`config.mk`:
```
export PLATFORM = sky130hd
export DESIGN_NAME = integer_to_ascii_radix_top
export DESIGN_NICKNAME = d
export VERILOG_FILES = /design/src/sv/ita_pkg.sv /design/src/sv/ita_divider.sv /design/src/sv/integer_to_ascii_radix_top.sv
export SDC_FILE = /design/constraint.sdc
export NUM_CORES = 1
export LEC_CHECK = 0
export BUFFER_PORTS_ARGS = -buffer_cell sky130_fd_sc_hd__buf_2
export CAP_MARGIN = 40
export CORE_MARGIN = 10
export CORE_UTILIZATION = 40
export DETAILED_ROUTE_END_ITERATION = 7
export SKIP_LAST_GASP = 1
export SLEW_MARGIN = 5
export SYNTH_ARGS = -nofsm -noshare
export SYNTH_HDL_FRONTEND = slang
export SYNTH_SLANG_ARGS = --single-unit
export TNS_END_PERCENT = 100
```
`constraint.sdc`:
```
create_clock -name clock -period 5.29 [get_ports clock]
set_input_delay 0.2645 -clock clock [delete_from_list [all_inputs] [get_ports clock]]
set_output_delay 0.2645 -clock clock [all_outputs]
set_load 0.01 [all_outputs]
```
`src/sv/ita_pkg.sv`:
```
// ----------------------------------------------------------------------------
// ita_pkg: shared types and constants for the integer to ASCII converter
// Holds the state type, the divider control and status structs, the
// character codes and the digit-to-character mapping.
// ----------------------------------------------------------------------------
package ita_pkg;

   // Default width of the converted integer
   localparam int VALUE_BITS_DEFAULT = 32;

   // Radix register and character widths
   localparam int RADIX_W = 6;
   localparam int CHAR_W  = 8;

   // Radix limits and the base that prints a sign
   localparam logic [RADIX_W-1:0] RADIX_RESET  = 6'd10;
   localparam logic [RADIX_W-1:0] RADIX_MIN    = 6'd2;
   localparam logic [RADIX_W-1:0] RADIX_MAX    = 6'd36;
   localparam logic [RADIX_W-1:0] DECIMAL_BASE = 6'd10;
   localparam logic [RADIX_W-1:0] LAST_NUMERAL = 6'd9;

   // ASCII codes
   localparam logic [CHAR_W-1:0] CHAR_ZERO  = 8'h30;
   localparam logic [CHAR_W-1:0] CHAR_A     = 8'h61;
   localparam logic [CHAR_W-1:0] CHAR_MINUS = 8'h2d;
   localparam logic [CHAR_W-1:0] LETTER_OFS = 8'd10;

   // Sequencer states
   typedef enum logic [2:0] {
      ST_IDLE,
      ST_NEGATE,
      ST_DIVIDE,
      ST_SIGN,
      ST_DIGITS
   } state_type;

   // Control from the sequencer to the serial divider
   typedef struct packed {
      logic load;
      logic negate_step;
      logic divide_step;
      logic digit_end;
   } div_ctrl_type;

   // Status from the serial divider
   typedef struct packed {
      logic [RADIX_W-1:0] digit;
      logic               more;
   } div_stat_type;

   // Map one digit value to its ASCII code
   function automatic logic [CHAR_W-1:0] digit_char(input logic [RADIX_W-1:0] d);
      logic [CHAR_W-1:0] ext;
      ext = {{(CHAR_W-RADIX_W){1'b0}}, d};
      if (d > LAST_NUMERAL) begin
         return ext - LETTER_OFS + CHAR_A;
      end
      return ext + CHAR_ZERO;
   endfunction

endpackage

```
`src/sv/ita_divider.sv`:
```
// ----------------------------------------------------------------------------
// ita_divider: bit-serial negation and restoring division by the radix
// Negates the word LSB first when asked, then divides it by the base one
// quotient bit per cycle, MSB first, leaving the quotient in place.
// ----------------------------------------------------------------------------
module ita_divider #(
   parameter int VALUE_BITS = ita_pkg::VALUE_BITS_DEFAULT
) (
   input  logic                         clock,
   input  logic [VALUE_BITS-1:0]        load_value,
   input  logic [ita_pkg::RADIX_W-1:0]  base,
   input  ita_pkg::div_ctrl_type        ctrl,
   output ita_pkg::div_stat_type        stat
);

   logic [VALUE_BITS-1:0]       mag_ff;
   logic [ita_pkg::RADIX_W-1:0] rem_ff;
   logic                        nz_ff;
   logic                        carry_ff;

   logic [ita_pkg::RADIX_W:0]   trial;
   logic [ita_pkg::RADIX_W:0]   base_ext;
   logic [ita_pkg::RADIX_W:0]   diff;
   logic                        ge;
   logic [ita_pkg::RADIX_W-1:0] rem_in;
   logic                        neg_bit;
   logic                        neg_carry;

   // Trial subtraction of the base from the shifted partial remainder
   always_comb begin
      trial    = {rem_ff, mag_ff[VALUE_BITS-1]};
      base_ext = {1'b0, base};
      ge       = (trial >= base_ext);
      diff     = trial - base_ext;
      rem_in   = ge ? diff[ita_pkg::RADIX_W-1:0] : trial[ita_pkg::RADIX_W-1:0];
   end

   // Two's complement one bit at a time: invert and add the running carry
   assign neg_bit   = ~mag_ff[0] ^ carry_ff;
   assign neg_carry = ~mag_ff[0] & carry_ff;

   // Advance the datapath
   always_ff @(posedge clock) begin
      if (ctrl.load) begin
         mag_ff   <= load_value;
         rem_ff   <= '0;
         nz_ff    <= 1'b0;
         carry_ff <= 1'b1;
      end else if (ctrl.negate_step) begin
         mag_ff   <= {neg_bit, mag_ff[VALUE_BITS-1:1]};
         carry_ff <= neg_carry;
      end else if (ctrl.divide_step) begin
         mag_ff <= {mag_ff[VALUE_BITS-2:0], ge};
         if (ctrl.digit_end) begin
            rem_ff <= '0;
            nz_ff  <= 1'b0;
         end else begin
            rem_ff <= rem_in;
            nz_ff  <= nz_ff | ge;
         end
      end
   end

   // Report the finished remainder and whether the quotient is non-zero
   assign stat.digit = rem_in;
   assign stat.more  = nz_ff | ge;

endmodule

```
`src/sv/integer_to_ascii_radix_top.sv`:
```
// Sequence: a negation pass for a negative decimal value, then a division pass
//   per digit, then one character a cycle.
// One number at a time: start is taken only in idle, and the bit-serial divider
//   works one quotient bit per cycle.
// The receiver cannot stall: each character strobes for exactly one cycle.
// Reset (synchronous, active high) returns to idle and sets the radix to ten.
// ----------------------------------------------------------------------------
// integer_to_ascii_radix_top: integer to text in a base from 2 to 36
// Divides the value serially by the base, stacks the digits, then emits
// the sign and the digits most significant first, marking the last one.
// ----------------------------------------------------------------------------
module integer_to_ascii_radix_top #(
   parameter int VALUE_BITS = ita_pkg::VALUE_BITS_DEFAULT
) (
   input  logic                               clock,
   input  logic                               reset,
   input  logic                               start,
   output logic                               busy,
   input  logic signed [VALUE_BITS-1:0]       req_value,
   output logic                               rsp_valid,
   output logic [ita_pkg::CHAR_W-1:0]         rsp_character,
   output logic                               rsp_final_char,
   input  logic                               csr_write_enable,
   input  logic [ita_pkg::RADIX_W-1:0]        csr_write_data
);

   localparam int BIT_CNT_W = (VALUE_BITS > 1) ? $clog2(VALUE_BITS) : 1;
   localparam int DEPTH_W   = $clog2(VALUE_BITS + 1);
   localparam logic [BIT_CNT_W-1:0] BIT_LAST = BIT_CNT_W'(VALUE_BITS - 1);
   localparam logic [DEPTH_W-1:0]   DEPTH_ONE = DEPTH_W'(1);

   ita_pkg::state_type          state_ff, state_in;
   logic [ita_pkg::RADIX_W-1:0] radix_ff;
   logic [ita_pkg::RADIX_W-1:0] base_ff;
   logic [ita_pkg::RADIX_W-1:0] eff_radix;
   logic                        negative_ff;
   logic                        negative_in;
   logic [BIT_CNT_W-1:0]        bit_cnt_ff;
   logic [DEPTH_W-1:0]          depth_ff;
   logic [ita_pkg::RADIX_W-1:0] stack_ff [VALUE_BITS];

   logic                        accept;
   logic                        bit_last;
   logic                        push;
   logic                        pop;
   ita_pkg::div_ctrl_type       div_ctrl;
   ita_pkg::div_stat_type       div_stat;

   // Configuration register
   always_ff @(posedge clock) begin
      if (reset) begin
         radix_ff <= ita_pkg::RADIX_RESET;
      end else if (csr_write_enable) begin
         radix_ff <= csr_write_data;
      end
   end

   // Clamp the radix to the working range
   always_comb begin
      priority if (radix_ff < ita_pkg::RADIX_MIN) begin
         eff_radix = ita_pkg::RADIX_MIN;
      end else if (radix_ff > ita_pkg::RADIX_MAX) begin
         eff_radix = ita_pkg::RADIX_MAX;
      end else begin
         eff_radix = radix_ff;
      end
   end

   assign accept      = start && (state_ff == ita_pkg::ST_IDLE);
   assign negative_in = (eff_radix == ita_pkg::DECIMAL_BASE) && req_value[VALUE_BITS-1];
   assign bit_last    = (bit_cnt_ff == BIT_LAST);

   // Next state
   always_comb begin
      state_in = state_ff;
      unique case (state_ff)
         ita_pkg::ST_IDLE: begin
            if (accept) begin
               state_in = negative_in ? ita_pkg::ST_NEGATE : ita_pkg::ST_DIVIDE;
            end
         end
         ita_pkg::ST_NEGATE: begin
            if (bit_last) begin
               state_in = ita_pkg::ST_DIVIDE;
            end
         end
         ita_pkg::ST_DIVIDE: begin
            if (bit_last && !div_stat.more) begin
               state_in = negative_ff ? ita_pkg::ST_SIGN : ita_pkg::ST_DIGITS;
            end
         end
         ita_pkg::ST_SIGN: begin
            state_in = ita_pkg::ST_DIGITS;
         end
         ita_pkg::ST_DIGITS: begin
            if (depth_ff == DEPTH_ONE) begin
               state_in = ita_pkg::ST_IDLE;
            end
         end
         default: begin
            state_in = ita_pkg::ST_IDLE;
         end
      endcase
   end

   // Outputs and divider control
   always_comb begin
      busy                 = 1'b1;
      rsp_valid            = 1'b0;
      rsp_character        = ita_pkg::digit_char(stack_ff[0]);
      rsp_final_char       = 1'b0;
      div_ctrl.load        = 1'b0;
      div_ctrl.negate_step = 1'b0;
      div_ctrl.divide_step = 1'b0;
      div_ctrl.digit_end   = bit_last;
      push                 = 1'b0;
      pop                  = 1'b0;
      unique case (state_ff)
         ita_pkg::ST_IDLE: begin
            busy          = 1'b0;
            div_ctrl.load = accept;
         end
         ita_pkg::ST_NEGATE: begin
            div_ctrl.negate_step = 1'b1;
         end
         ita_pkg::ST_DIVIDE: begin
            div_ctrl.divide_step = 1'b1;
            push                 = bit_last;
         end
         ita_pkg::ST_SIGN: begin
            rsp_valid     = 1'b1;
            rsp_character = ita_pkg::CHAR_MINUS;
         end
         ita_pkg::ST_DIGITS: begin
            rsp_valid      = 1'b1;
            rsp_final_char = (depth_ff == DEPTH_ONE);
            pop            = 1'b1;
         end
         default: begin
            busy = 1'b1;
         end
      endcase
   end

   // Control registers
   always_ff @(posedge clock) begin
      if (reset) begin
         state_ff    <= ita_pkg::ST_IDLE;
         bit_cnt_ff  <= '0;
         depth_ff    <= '0;
         negative_ff <= 1'b0;
         base_ff     <= ita_pkg::RADIX_RESET;
      end else begin
         state_ff <= state_in;
         if (accept) begin
            bit_cnt_ff  <= '0;
            depth_ff    <= '0;
            negative_ff <= negative_in;
            base_ff     <= eff_radix;
         end else begin
            // Step the bit counter through each pass
            if (div_ctrl.negate_step || div_ctrl.divide_step) begin
               bit_cnt_ff <= bit_last ? '0 : bit_cnt_ff + BIT_CNT_W'(1);
            end
            if (push) begin
               depth_ff <= depth_ff + DEPTH_W'(1);
            end else if (pop) begin
               depth_ff <= depth_ff - DEPTH_W'(1);
            end
         end
      end
   end

   // Digit stack: push at the bottom while dividing, pop from the bottom while emitting
   always_ff @(posedge clock) begin
      if (push) begin
         stack_ff[0] <= div_stat.digit;
         for (int i = 1; i < VALUE_BITS; i++) begin
            stack_ff[i] <= stack_ff[i-1];
         end
      end else if (pop) begin
         for (int i = 0; i < VALUE_BITS - 1; i++) begin
            stack_ff[i] <= stack_ff[i+1];
         end
      end
   end

   // Serial divider
   ita_divider #(
      .VALUE_BITS (VALUE_BITS)
   ) u_divider (
      .clock      (clock),
      .load_value (req_value),
      .base       (base_ff),
      .ctrl       (div_ctrl),
      .stat       (div_stat)
   );

endmodule

```
-- Word level (Yosys, flattened, before mapping)
Memories as Yosys holds them, arrays and structs flattened.
Index checks and enable logic that the tools add are counted.
- flip-flop bits (word level): 67
- bits in writable memories: 192
- input port bits: 42
- output and inout bits: 11
- logic and storage cells: 147
- memories kept: 1
- memory list (memory ; depth ; bits a word ; rd ports ; clocked after Yosys merged registers in ; write ports ; RTL line ; source):
    stack_ff ; 32 ; 6 ; 32 ; 0 ; 32 ; integer_to_ascii_radix_top.sv:40 ; logic [ita_pkg::RADIX_W-1:0] stack_ff [VALUE_BITS];
- add/sub/neg operators: 7
- magnitude comparators: 4
- equality and inequality tests: 11
- mux-type cells: 66
- bitwise logic cells: 36
- reduce and logical (&&, ||, !) cells: 12
- operator list (operator ; count):
    6-bit 2-to-1 mux ; 37
    32-bit 2-to-1 mux ; 3
    1-bit bitwise OR ; 32
    8-bit 2-to-1 mux ; 3
    1-bit 2-to-1 mux ; 15
    3-bit 2-to-1 mux ; 5
    3-bit one-hot mux with 5 select lines ; 1
    8-bit by 7-bit adder with 8-bit output (second input constant) ; 1
    2-bit inequality test (second input constant) ; 4
    6-bit by 6-bit adder with 7-bit output (second input constant) ; 1
    7-bit by 6-bit greater-or-equal comparator with 1-bit output ; 1
    6-bit by 4-bit subtractor with 7-bit output (second input constant) ; 1
    6-bit by 1-bit adder with 6-bit output (second input constant) ; 1
    3-bit by 2-bit == test with 1-bit output (second input constant) ; 2
    6-bit by 1-bit == test with 1-bit output (second input constant) ; 1
    6-bit by 4-bit == test with 1-bit output (second input constant) ; 1
    6-bit by 4-bit > comparator with 1-bit output (second input constant) ; 1
    6-bit > comparator (second input constant) ; 1
    6-bit by 2-bit < comparator with 1-bit output (second input constant) ; 1
    6-bit by 1-bit subtractor with 6-bit output (second input constant) ; 1
    6-bit subtractor ; 1
    5-bit by 1-bit adder with 5-bit output (second input constant) ; 1
    5-bit == test (second input constant) ; 1
    5-bit 2-to-1 mux ; 1
    other kinds (15) ; 19

-- Longest topological paths before layout
Gate-level depths: netlist (run 1).
- depth after elaboration: 8
- gate-level depth with buffers: 9
- mapped depth without buffers: 8

-- Modules after synthesis
A second synthesis (run 1) with hierarchy kept.
- cell total of the unflattened synthesis: 1217
- area total of the unflattened synthesis: 12021.5 µm²
- modules (own cells, without submodules) (module ; times used ; cells an instance ; area an instance (µm²)):
    integer_to_ascii_radix_top ; 1 ; 1004 ; 9715.6
    ita_divider ; 1 ; 213 ; 2306.0

-- Worst setup path before layout (run 1)
Ideal clock, no wire load.
- path kind: flip-flop to flip-flop
- from: register bit_cnt_ff[0]
- to: memory stack_ff[0][0] in the netlist's numbering, enable pin
- setup time: 469 ps
- arrival time: 3638 ps
- data required time: 4821 ps
- path slack: 1183 ps
- cell stages (with the launch flop): 7
- path through: dfxtp_1 -> ha_1 -> and3_1 -> ha_1 -> and4bb_2 -> buf_4 -> or2_2
- RTL lines (what ; RTL line ; source):
    start: declaration ; integer_to_ascii_radix_top.sv:38 ; logic [BIT_CNT_W-1:0] bit_cnt_ff;
    start signal: assignment ; integer_to_ascii_radix_top.sv:163 ; bit_cnt_ff <= bit_last ? '0 : bit_cnt_ff + BIT_CNT_W'(1);
    end: declaration ; integer_to_ascii_radix_top.sv:40 ;

==> key figures, run 1 <==
Run status
  – Status: finished clean

Critical path
  – Reg2Reg Depth: 7
  – CP required: between 5 and 6 ns
  – Slowest-stage cell, CP: buf_4
  – Family with the most delay on the worst path: simple AND/OR/NAND/NOR gates
  – Worst Path Buf+Inv: 2
  – Internal reg-to-reg setup slack: 2.29 ns
  – Setup CP Type: reg2reg
  – Critical Path Max Stage Delay: 0.50 ns
  – Critical Path Sink Type: flip-flop
  – Worst setup SP type: flip-flop
  – Crit Path Max Fanout: 42
  – Worst EP arrival: between 3 and 4 ns
  – Most used cell, CP: ha_1
  – Reg2reg end: stack_ff[1][8]
  – Worst setup startpoint: bit_cnt_ff[0]
  – Reg-to-reg startpoint: bit_cnt_ff[0]
  – Crit path cell chain: ha_1, and3_1, ha_1, and4bb_4, or2_4, buf_12, buf_4

Synth
  – Mapped cell area: around 0.012 mm²
  – Mux share of post-synthesis cell area: 0.116
  – Yosys cell types: 61
  – Post-Synth Adder-Cell Area: 0.0194
  – Synthesized netlist cell count: 1046
  – Warning count from the yosys run: 0
  – Area leader, netlist: edfxtp_1
  – Post-Synth Simple-Gate Area: 0.151
  – Seq/Total Area, Yosys: 0.619
  – Yosys top cell area share: 0.560
  – Syn Nets: 1106
  – Most used DFF post-synth: edfxtp_1
  – Synthesized flop and latch total: 259
  – Largest family of logic cells by synthesized area: simple AND/OR/NAND/NOR gates
  – Top cells by area, synth: edfxtp_1, nand2_1, mux2_2
  – Async set-reset flop share out of synthesis: 0
  – Synth Area in Compound Gates: 0.0556
  – Syn avg cell area: between 10 and 15 µm²
  – Post-synth EDFFs: about 220
  – XOR/XNOR share of the synthesized area: 0.0102

Worst hold path
  – Hold Path Class: in2reg
  – WHS Path Cells: 3
  – Hold path start: req_value[17]
  – Worst hold endpoint: u_divider.mag_ff[17]

Global route
  – Initial antenna violation count: 0
  – First-pass GRT wire length: 36700 µm
  – Largest net degree at the start of global routing: 80
  – GRT Total Usage: 0.112
  – Vias in the first global route: about 7300
  – Gr ovfl total: 0

Layout
  – Final net count: 1161
  – Ant diodes: 0
  – Proportion of layout cells with a drive suffix above 1: 0.176
  – Commonest non-fill, non-tap cell in the layout: nand2_1
  – Commonest cells after routing, fill and taps aside: nand2_1, edfxtp_1, mux2_2
  – Synth-to-layout area growth: 14.3%
  – Util after Layout: 0.463

Floorplanning
  – Die W: 193 µm
  – Std cell rows: 63
  – Initial core utilization: 0.405
  – Die H: 193 µm
  – Total I/O pin count: 53
  – Core area: 0.0296 mm²
  – Die Area: roughly 0.037 mm²

Timing
  – Fin Setup TNS: 0 ns
  – Worst-Margin Slew: around 0.67 ns
  – F_max: 333 MHz
  – Setup Viol. Count Final: 0
  – Final hold violations: 0
  – Slew HR: 0.547
  – RSZ-0062 raised after global routing: false
  – Worst Skew: 0.00853 ns
  – Slew Limit Fails: 0
  – Fin crit share: 0.567
  – Post-layout minimum cycle time: 3.00 ns

Drt
  – Drt drc: 0
  – Routed len/inst: 14.3 µm
  – Vias: approximately 7500
  – DR iter-0 viols: around 480
  – Detailed Route WL: 21700 µm
  – Via density: 4.97
  – Router iterations before antenna repair: 4
  – Antenna Violating Nets Remaining: 0

Clock tree
  – CTS sink count: 259
  – Root buf cell: clkbuf_16
  – Post-CTS Resized: 0
  – Clock Tree Buf Depth: 3
  – H-Tree Depth: 1
  – CTS buffer count: 28
  – Post CTS Setup Buffer Count: 0
  – Latest clock arrival within the worst-skew pair: 0.53 ns
  – CTS tree: yes
  – Clock-pin slew on the worst setup and hold paths: around 0.06 ns

Placement
  – PortBufs: 52
  – Post-DP HPWL: 13600 µm
  – Gpl congestion: approximately 0.77

Power and ir drop
  – Power Density: 492 mW/mm²
  – Peak supply drop: 255 µV
  – Leakage power: 5.11 nW

Run
  – Max Cap Viol: 0
[worst reg2reg max path, stage by stage (launching register included)]
cell      delay [ns]
dfxtp_1         0.39
ha_1            0.21
and3_1          0.17
ha_1            0.30
and4bb_4        0.33
or2_4           0.39
buf_12          0.30
buf_4           0.53
[synthesized netlist by cell type (6+ instances only)]
| cell | instances |
|---|---|
| nand2_1 | 350 |
| edfxtp_1 | 224 |
| mux2_2 | 80 |
| o21ai_0 | 51 |
| mux2i_1 | 49 |
| dfxtp_1 | 35 |
| nor2_1 | 35 |
| buf_2 | 26 |
| a21oi_1 | 23 |
| clkbuf_1 | 21 |
| inv_1 | 19 |
| ha_1 | 17 |
| xnor2_1 | 10 |
| nor2b_1 | 9 |
| nand4_1 | 6 |
[metrics by stage]
step / setup WS, ns / std cells / cell area (µm²) / total power, mW / hold slack, ns
after floorplan: 1.18 / 1046 / 12000 / 4.49 / 0.387
after detailed placement: 2.26 / 1442 / 12600 / 4.93 / 0.437
final: 2.29 / 1512 / 13700 / 6.75 / 0.0245
after global placement: 2.13 / 1439 / 12600 / 4.88 / 0.435
after global routing: 2.07 / 1512 / 13700 / 7.21 / 0.0240
after CTS: 2.24 / 1512 / 13700 / 6.85 / 0.000429
[power breakdown]
part           switching, mW  leakage (nW)  total [mW]  internal, mW
combinational           1.06          2.33        1.71         0.649
sequential             0.259          2.34        3.17          2.92
clock                  0.774         0.438        1.87          1.10
total                   2.09          5.11        6.75          4.66
[cells by family (layout without fill, tap and decap cells)]
logic type,after synthesis,count (layout)
mux,129,129
flops,259,259
fa+ha+maj,18,18
xor+xnor,14,14
buf+inv,76,152
simple gates,440,440
compound gates,110,110
[layout make-up]
cell class	count	area, µm²
Clock buffer	37	756
Clock inverter	14	125
Multi-Input combinational cell	711	4260
Timing Repair Buffer	82	591
Sequential cell	259	7430
Inverter	19	71.3
Fill cell	2802	15900
Tap cell	390	488
[worst max path at each step]
| stage | endpoint | slack [ns] | cells past startpoint |
|---|---|---|---|
| after floorplan | stack_ff[0][0] | 1.18 | 6 |
| after global placement | stack_ff[1][20] | 2.13 | 6 |
| after detailed placement | stack_ff[1][8] | 2.26 | 7 |
| after CTS | stack_ff[1][14] | 2.24 | 7 |
| after global routing | rsp_character[6] | 2.07 | 8 |
| final | stack_ff[1][8] | 2.29 | 7 |
[flip-flops by register name, indices dropped and copies added (netlist names)]
| register | cells |
|---|---|
| bit_cnt_ff | 5 |
| radix_ff | 6 |
| negative_ff | 1 |
| u_divider.mag_ff | 32 |
| u_divider.nz_ff | 1 |
| u_divider.carry_ff | 1 |
| u_divider.rem_ff | 6 |
| state_ff | 3 |
| base_ff | 6 |
| depth_ff | 6 |
| stack_ff | 192 |
[repair_timing]
item,4_1_cts,5_1_grt
hold buffers,19,0
endpoints found under the setup margin,0,0
endpoints found under the hold margin,19,0
[metal layers]
layer / global-route usage / routed length, µm
met2: 0.170 / 9930
met1: 0.161 / 10600
met5: 0 / 0
met3: 0.0190 / 715
met4: 0.0263 / 360
Power figures use the tool's default switching activity.
==> run 2, diff against run 1 <==
==> constraint.sdc (replaced) <==
create_clock -name clock -period 3.1 [get_ports clock]
set_input_delay 0.155 -clock clock [delete_from_list [all_inputs] [get_ports clock]]
set_output_delay 0.155 -clock clock [all_outputs]
set_load 0.01 [all_outputs]
==> run 2 against run 1 <==
Net effect:
- wire length up 2.8%
- final area up 2.8%
- worst hold slack better by 0.15 ns
==> key figures, run 2 (synthesis gave the netlist of run 1 again) <==
Layout
  – Commonest non-fill, non-tap cell in the layout: nand2_1
  – Max reg flops: 192 (unchanged)
  – Post-route cell area: 0.0141 mm² (+2.8%)
  – Ant diodes: 0 (unchanged)
  – Top Registers: stack_ff: 192 flops, u_divider.mag_ff: 32 flops
  – Commonest cells after routing, fill and taps aside: nand2_1, edfxtp_1, mux2_2
  – Proportion of layout cells with a drive suffix above 1: 0.179 (+0.00309)
  – Final net count: 1191 (+2.6%)
  – Synth-to-layout area growth: 17.5%
  – Reg with most FFs: stack_ff

Drt
  – Router iterations before antenna repair: 4 (unchanged)
  – DR iter-0 viols: 578 (+21%)
  – DRT met1 WL: 10900 µm (+2.6%)
  – Drt drc: 0 (unchanged)
  – Vias: 7646 (+1.6%)
  – Routed len/inst: 14.4 µm (+0.74%)
  – Top routing layer used: met4
  – Detailed Route WL: 22300 µm (+2.8%)
  – Via density: 4.96 (-0.39%)
  – DR WL met2: 10200 µm (+2.7%)
  – Antenna Violating Nets Remaining: 0 (unchanged)
  – Met3 Routed Length: 714 µm (-0.14%)

Timing
  – Fin crit share: 0.868
  – Slew Limit Fails: 0 (unchanged)
  – RSZ-0062 raised after global routing: false
  – Fin Setup TNS: 0 ns (unchanged)
  – F_max: about 370 MHz
  – Worst-Margin Slew: 0.604 ns (-0.0688 ns)
  – Slew HR: 0.594 (+0.0469)
  – Setup Viol. Count Final: 0 (unchanged)
  – Post-layout minimum cycle time: 2.69 ns
  – Worst Skew: 0.0169 ns (+0.00836 ns)
  – Hold_ws: 0.173 ns (+0.148 ns)
  – Final hold violations: 0 (unchanged)

Critical path
  – Critical Path Sink Type: primary output
  – Family with the most delay on the worst path: simple AND/OR/NAND/NOR gates
  – Slowest-stage cell, CP: edfxtp_1
  – Setup CP Type: reg2out
  – Worst EP arrival: 2.54 ns (-0.63 ns)
  – Worst setup SP type: flip-flop
  – Crit Path Max Fanout: 5 (-88%)
  – Worst Path Buf+Inv: 2 (unchanged)
  – Critical Path Max Stage Delay: 0.44 ns (-0.06 ns)
  – CP required: 2.94 ns (-2.52 ns)
  – Crit path cell chain: inv_1, ha_1, nor2b_1, or3_1, and2_1, a221oi_1, buf_2

Clock tree
  – Latest clock arrival within the worst-skew pair: 0.54 ns (about the same)
  – Root buf cell: clkbuf_16
  – Clock Tree Buf Depth: 3 (unchanged)
  – Post CTS Setup Buffer Count: 0 (unchanged)
  – Clock-pin slew on the worst setup and hold paths: 0.06 ns (about the same)
  – CTS buffer count: 28 (unchanged)
  – CTS sink count: 259 (unchanged)
  – CTS tree: yes
  – H-Tree Depth: 1 (unchanged)
  – Post-CTS Resized: 0 (unchanged)

Floorplanning
  – Die W: 193 µm (unchanged)
  – Total I/O pin count: 53 (unchanged)
  – Std cell rows: 63 (unchanged)
  – Core area: 0.0296 mm² (unchanged)
  – Initial core utilization: 0.405 (unchanged)
  – Die Area: 0.0373 mm² (unchanged)
  – Die H: 193 µm (unchanged)

Run
  – Max Cap Viol: 0 (unchanged)

Global route
  – Gr ovfl total: 0 (unchanged)
  – Largest net degree at the start of global routing: 90 (+13%)
  – GRT Total Usage: 0.114 (+0.00219)
  – Vias in the first global route: 7424 (+2.0%)
  – First-pass GRT wire length: 37300 µm (+1.8%)
  – Initial antenna violation count: 0 (unchanged)

Placement
  – Gpl congestion: 0.759 (-2.0%)
  – PortBufs: 52 (unchanged)
  – Post-DP HPWL: 13400 µm (-1.5%)
  – Post-DP Area: 0.0127 mm² (+0.27%)

Power and ir drop
  – Total power: 11.8 mW (+74%)
  – Peak supply drop: 446 µV (+75%)
  – Leakage power: 5.27 nW (+2.9%)
  – Power Density: 834 mW/mm² (+69%)

Run status
  – Status: finished clean

Worst hold path
  – Hold Path Class: in2reg
==> run 2: repair_timing <==
item                       in CTS  in global routing
hold endpoints to repair       41                  0
setup endpoints to repair       0                  0
hold buffers                   48                  0
==> run 2: final timing paths <==
kind | slack (ns) | cells after the start | start | endpoint
setup / recovery | 0.41 | 7 | stack_ff[0][1] | rsp_character[7]
hold / removal | 0.17 | 5 | start | state_ff[2]
setup reg to reg | 0.69 | 7 | u_divider.mag_ff[31] | stack_ff[0][0]
hold reg to reg | 0.46 | 2 | negative_ff | negative_ff
==> run 2: metal layers <==
| layer | track usage | vias to the layer above |
|---|---|---|
| met4 | 0.0295 | 0 |
| met2 | 0.173 | 85 |
| met5 | 0 | - |
| met3 | 0.0195 | 33 |
| met1 | 0.164 | 3694 |
| li1 | - | 3834 |
==> run 2: worst min-delay path: cells and delay by family <==
| kind | cells | cell delay, ns |
|---|---|---|
| AO/OA/AOI/OAI | 2 | 0.16 |
| buffers and inverters | 1 | 0.12 |
| multiplexers | 1 | 0.16 |
| AND/OR/NAND/NOR | 1 | 0.06 |
==> run 2: metrics by stage <==
step                cells  utilization  setup slack [ns]
finish               1543        0.476             0.410
global route         1543        0.476             0.215
CTS                  1543        0.476             0.343
detailed placement   1443        0.428             0.709
global placement     1443        0.428             0.743
floorplan            1046            -           0.00879
==> run 2: report_power, final <==
| group | switching, mW | internal (mW) | leakage, nW |
|---|---|---|---|
| clock network | 1.36 | 2.03 | 0.465 |
| registers | 0.448 | 4.97 | 2.34 |
| logic | 1.80 | 1.15 | 2.46 |
| total | 3.61 | 8.16 | 5.27 |
==> run 2: area by class of cell <==
type | count | area, µm²
clock buffer | 32 | 736
sequential | 259 | 7430
tap | 390 | 488
clock inverter | 20 | 210
inverter | 19 | 71.3
timing repair buffer | 112 | 893
multi-input combinational | 711 | 4280
fill | 2762 | 15500
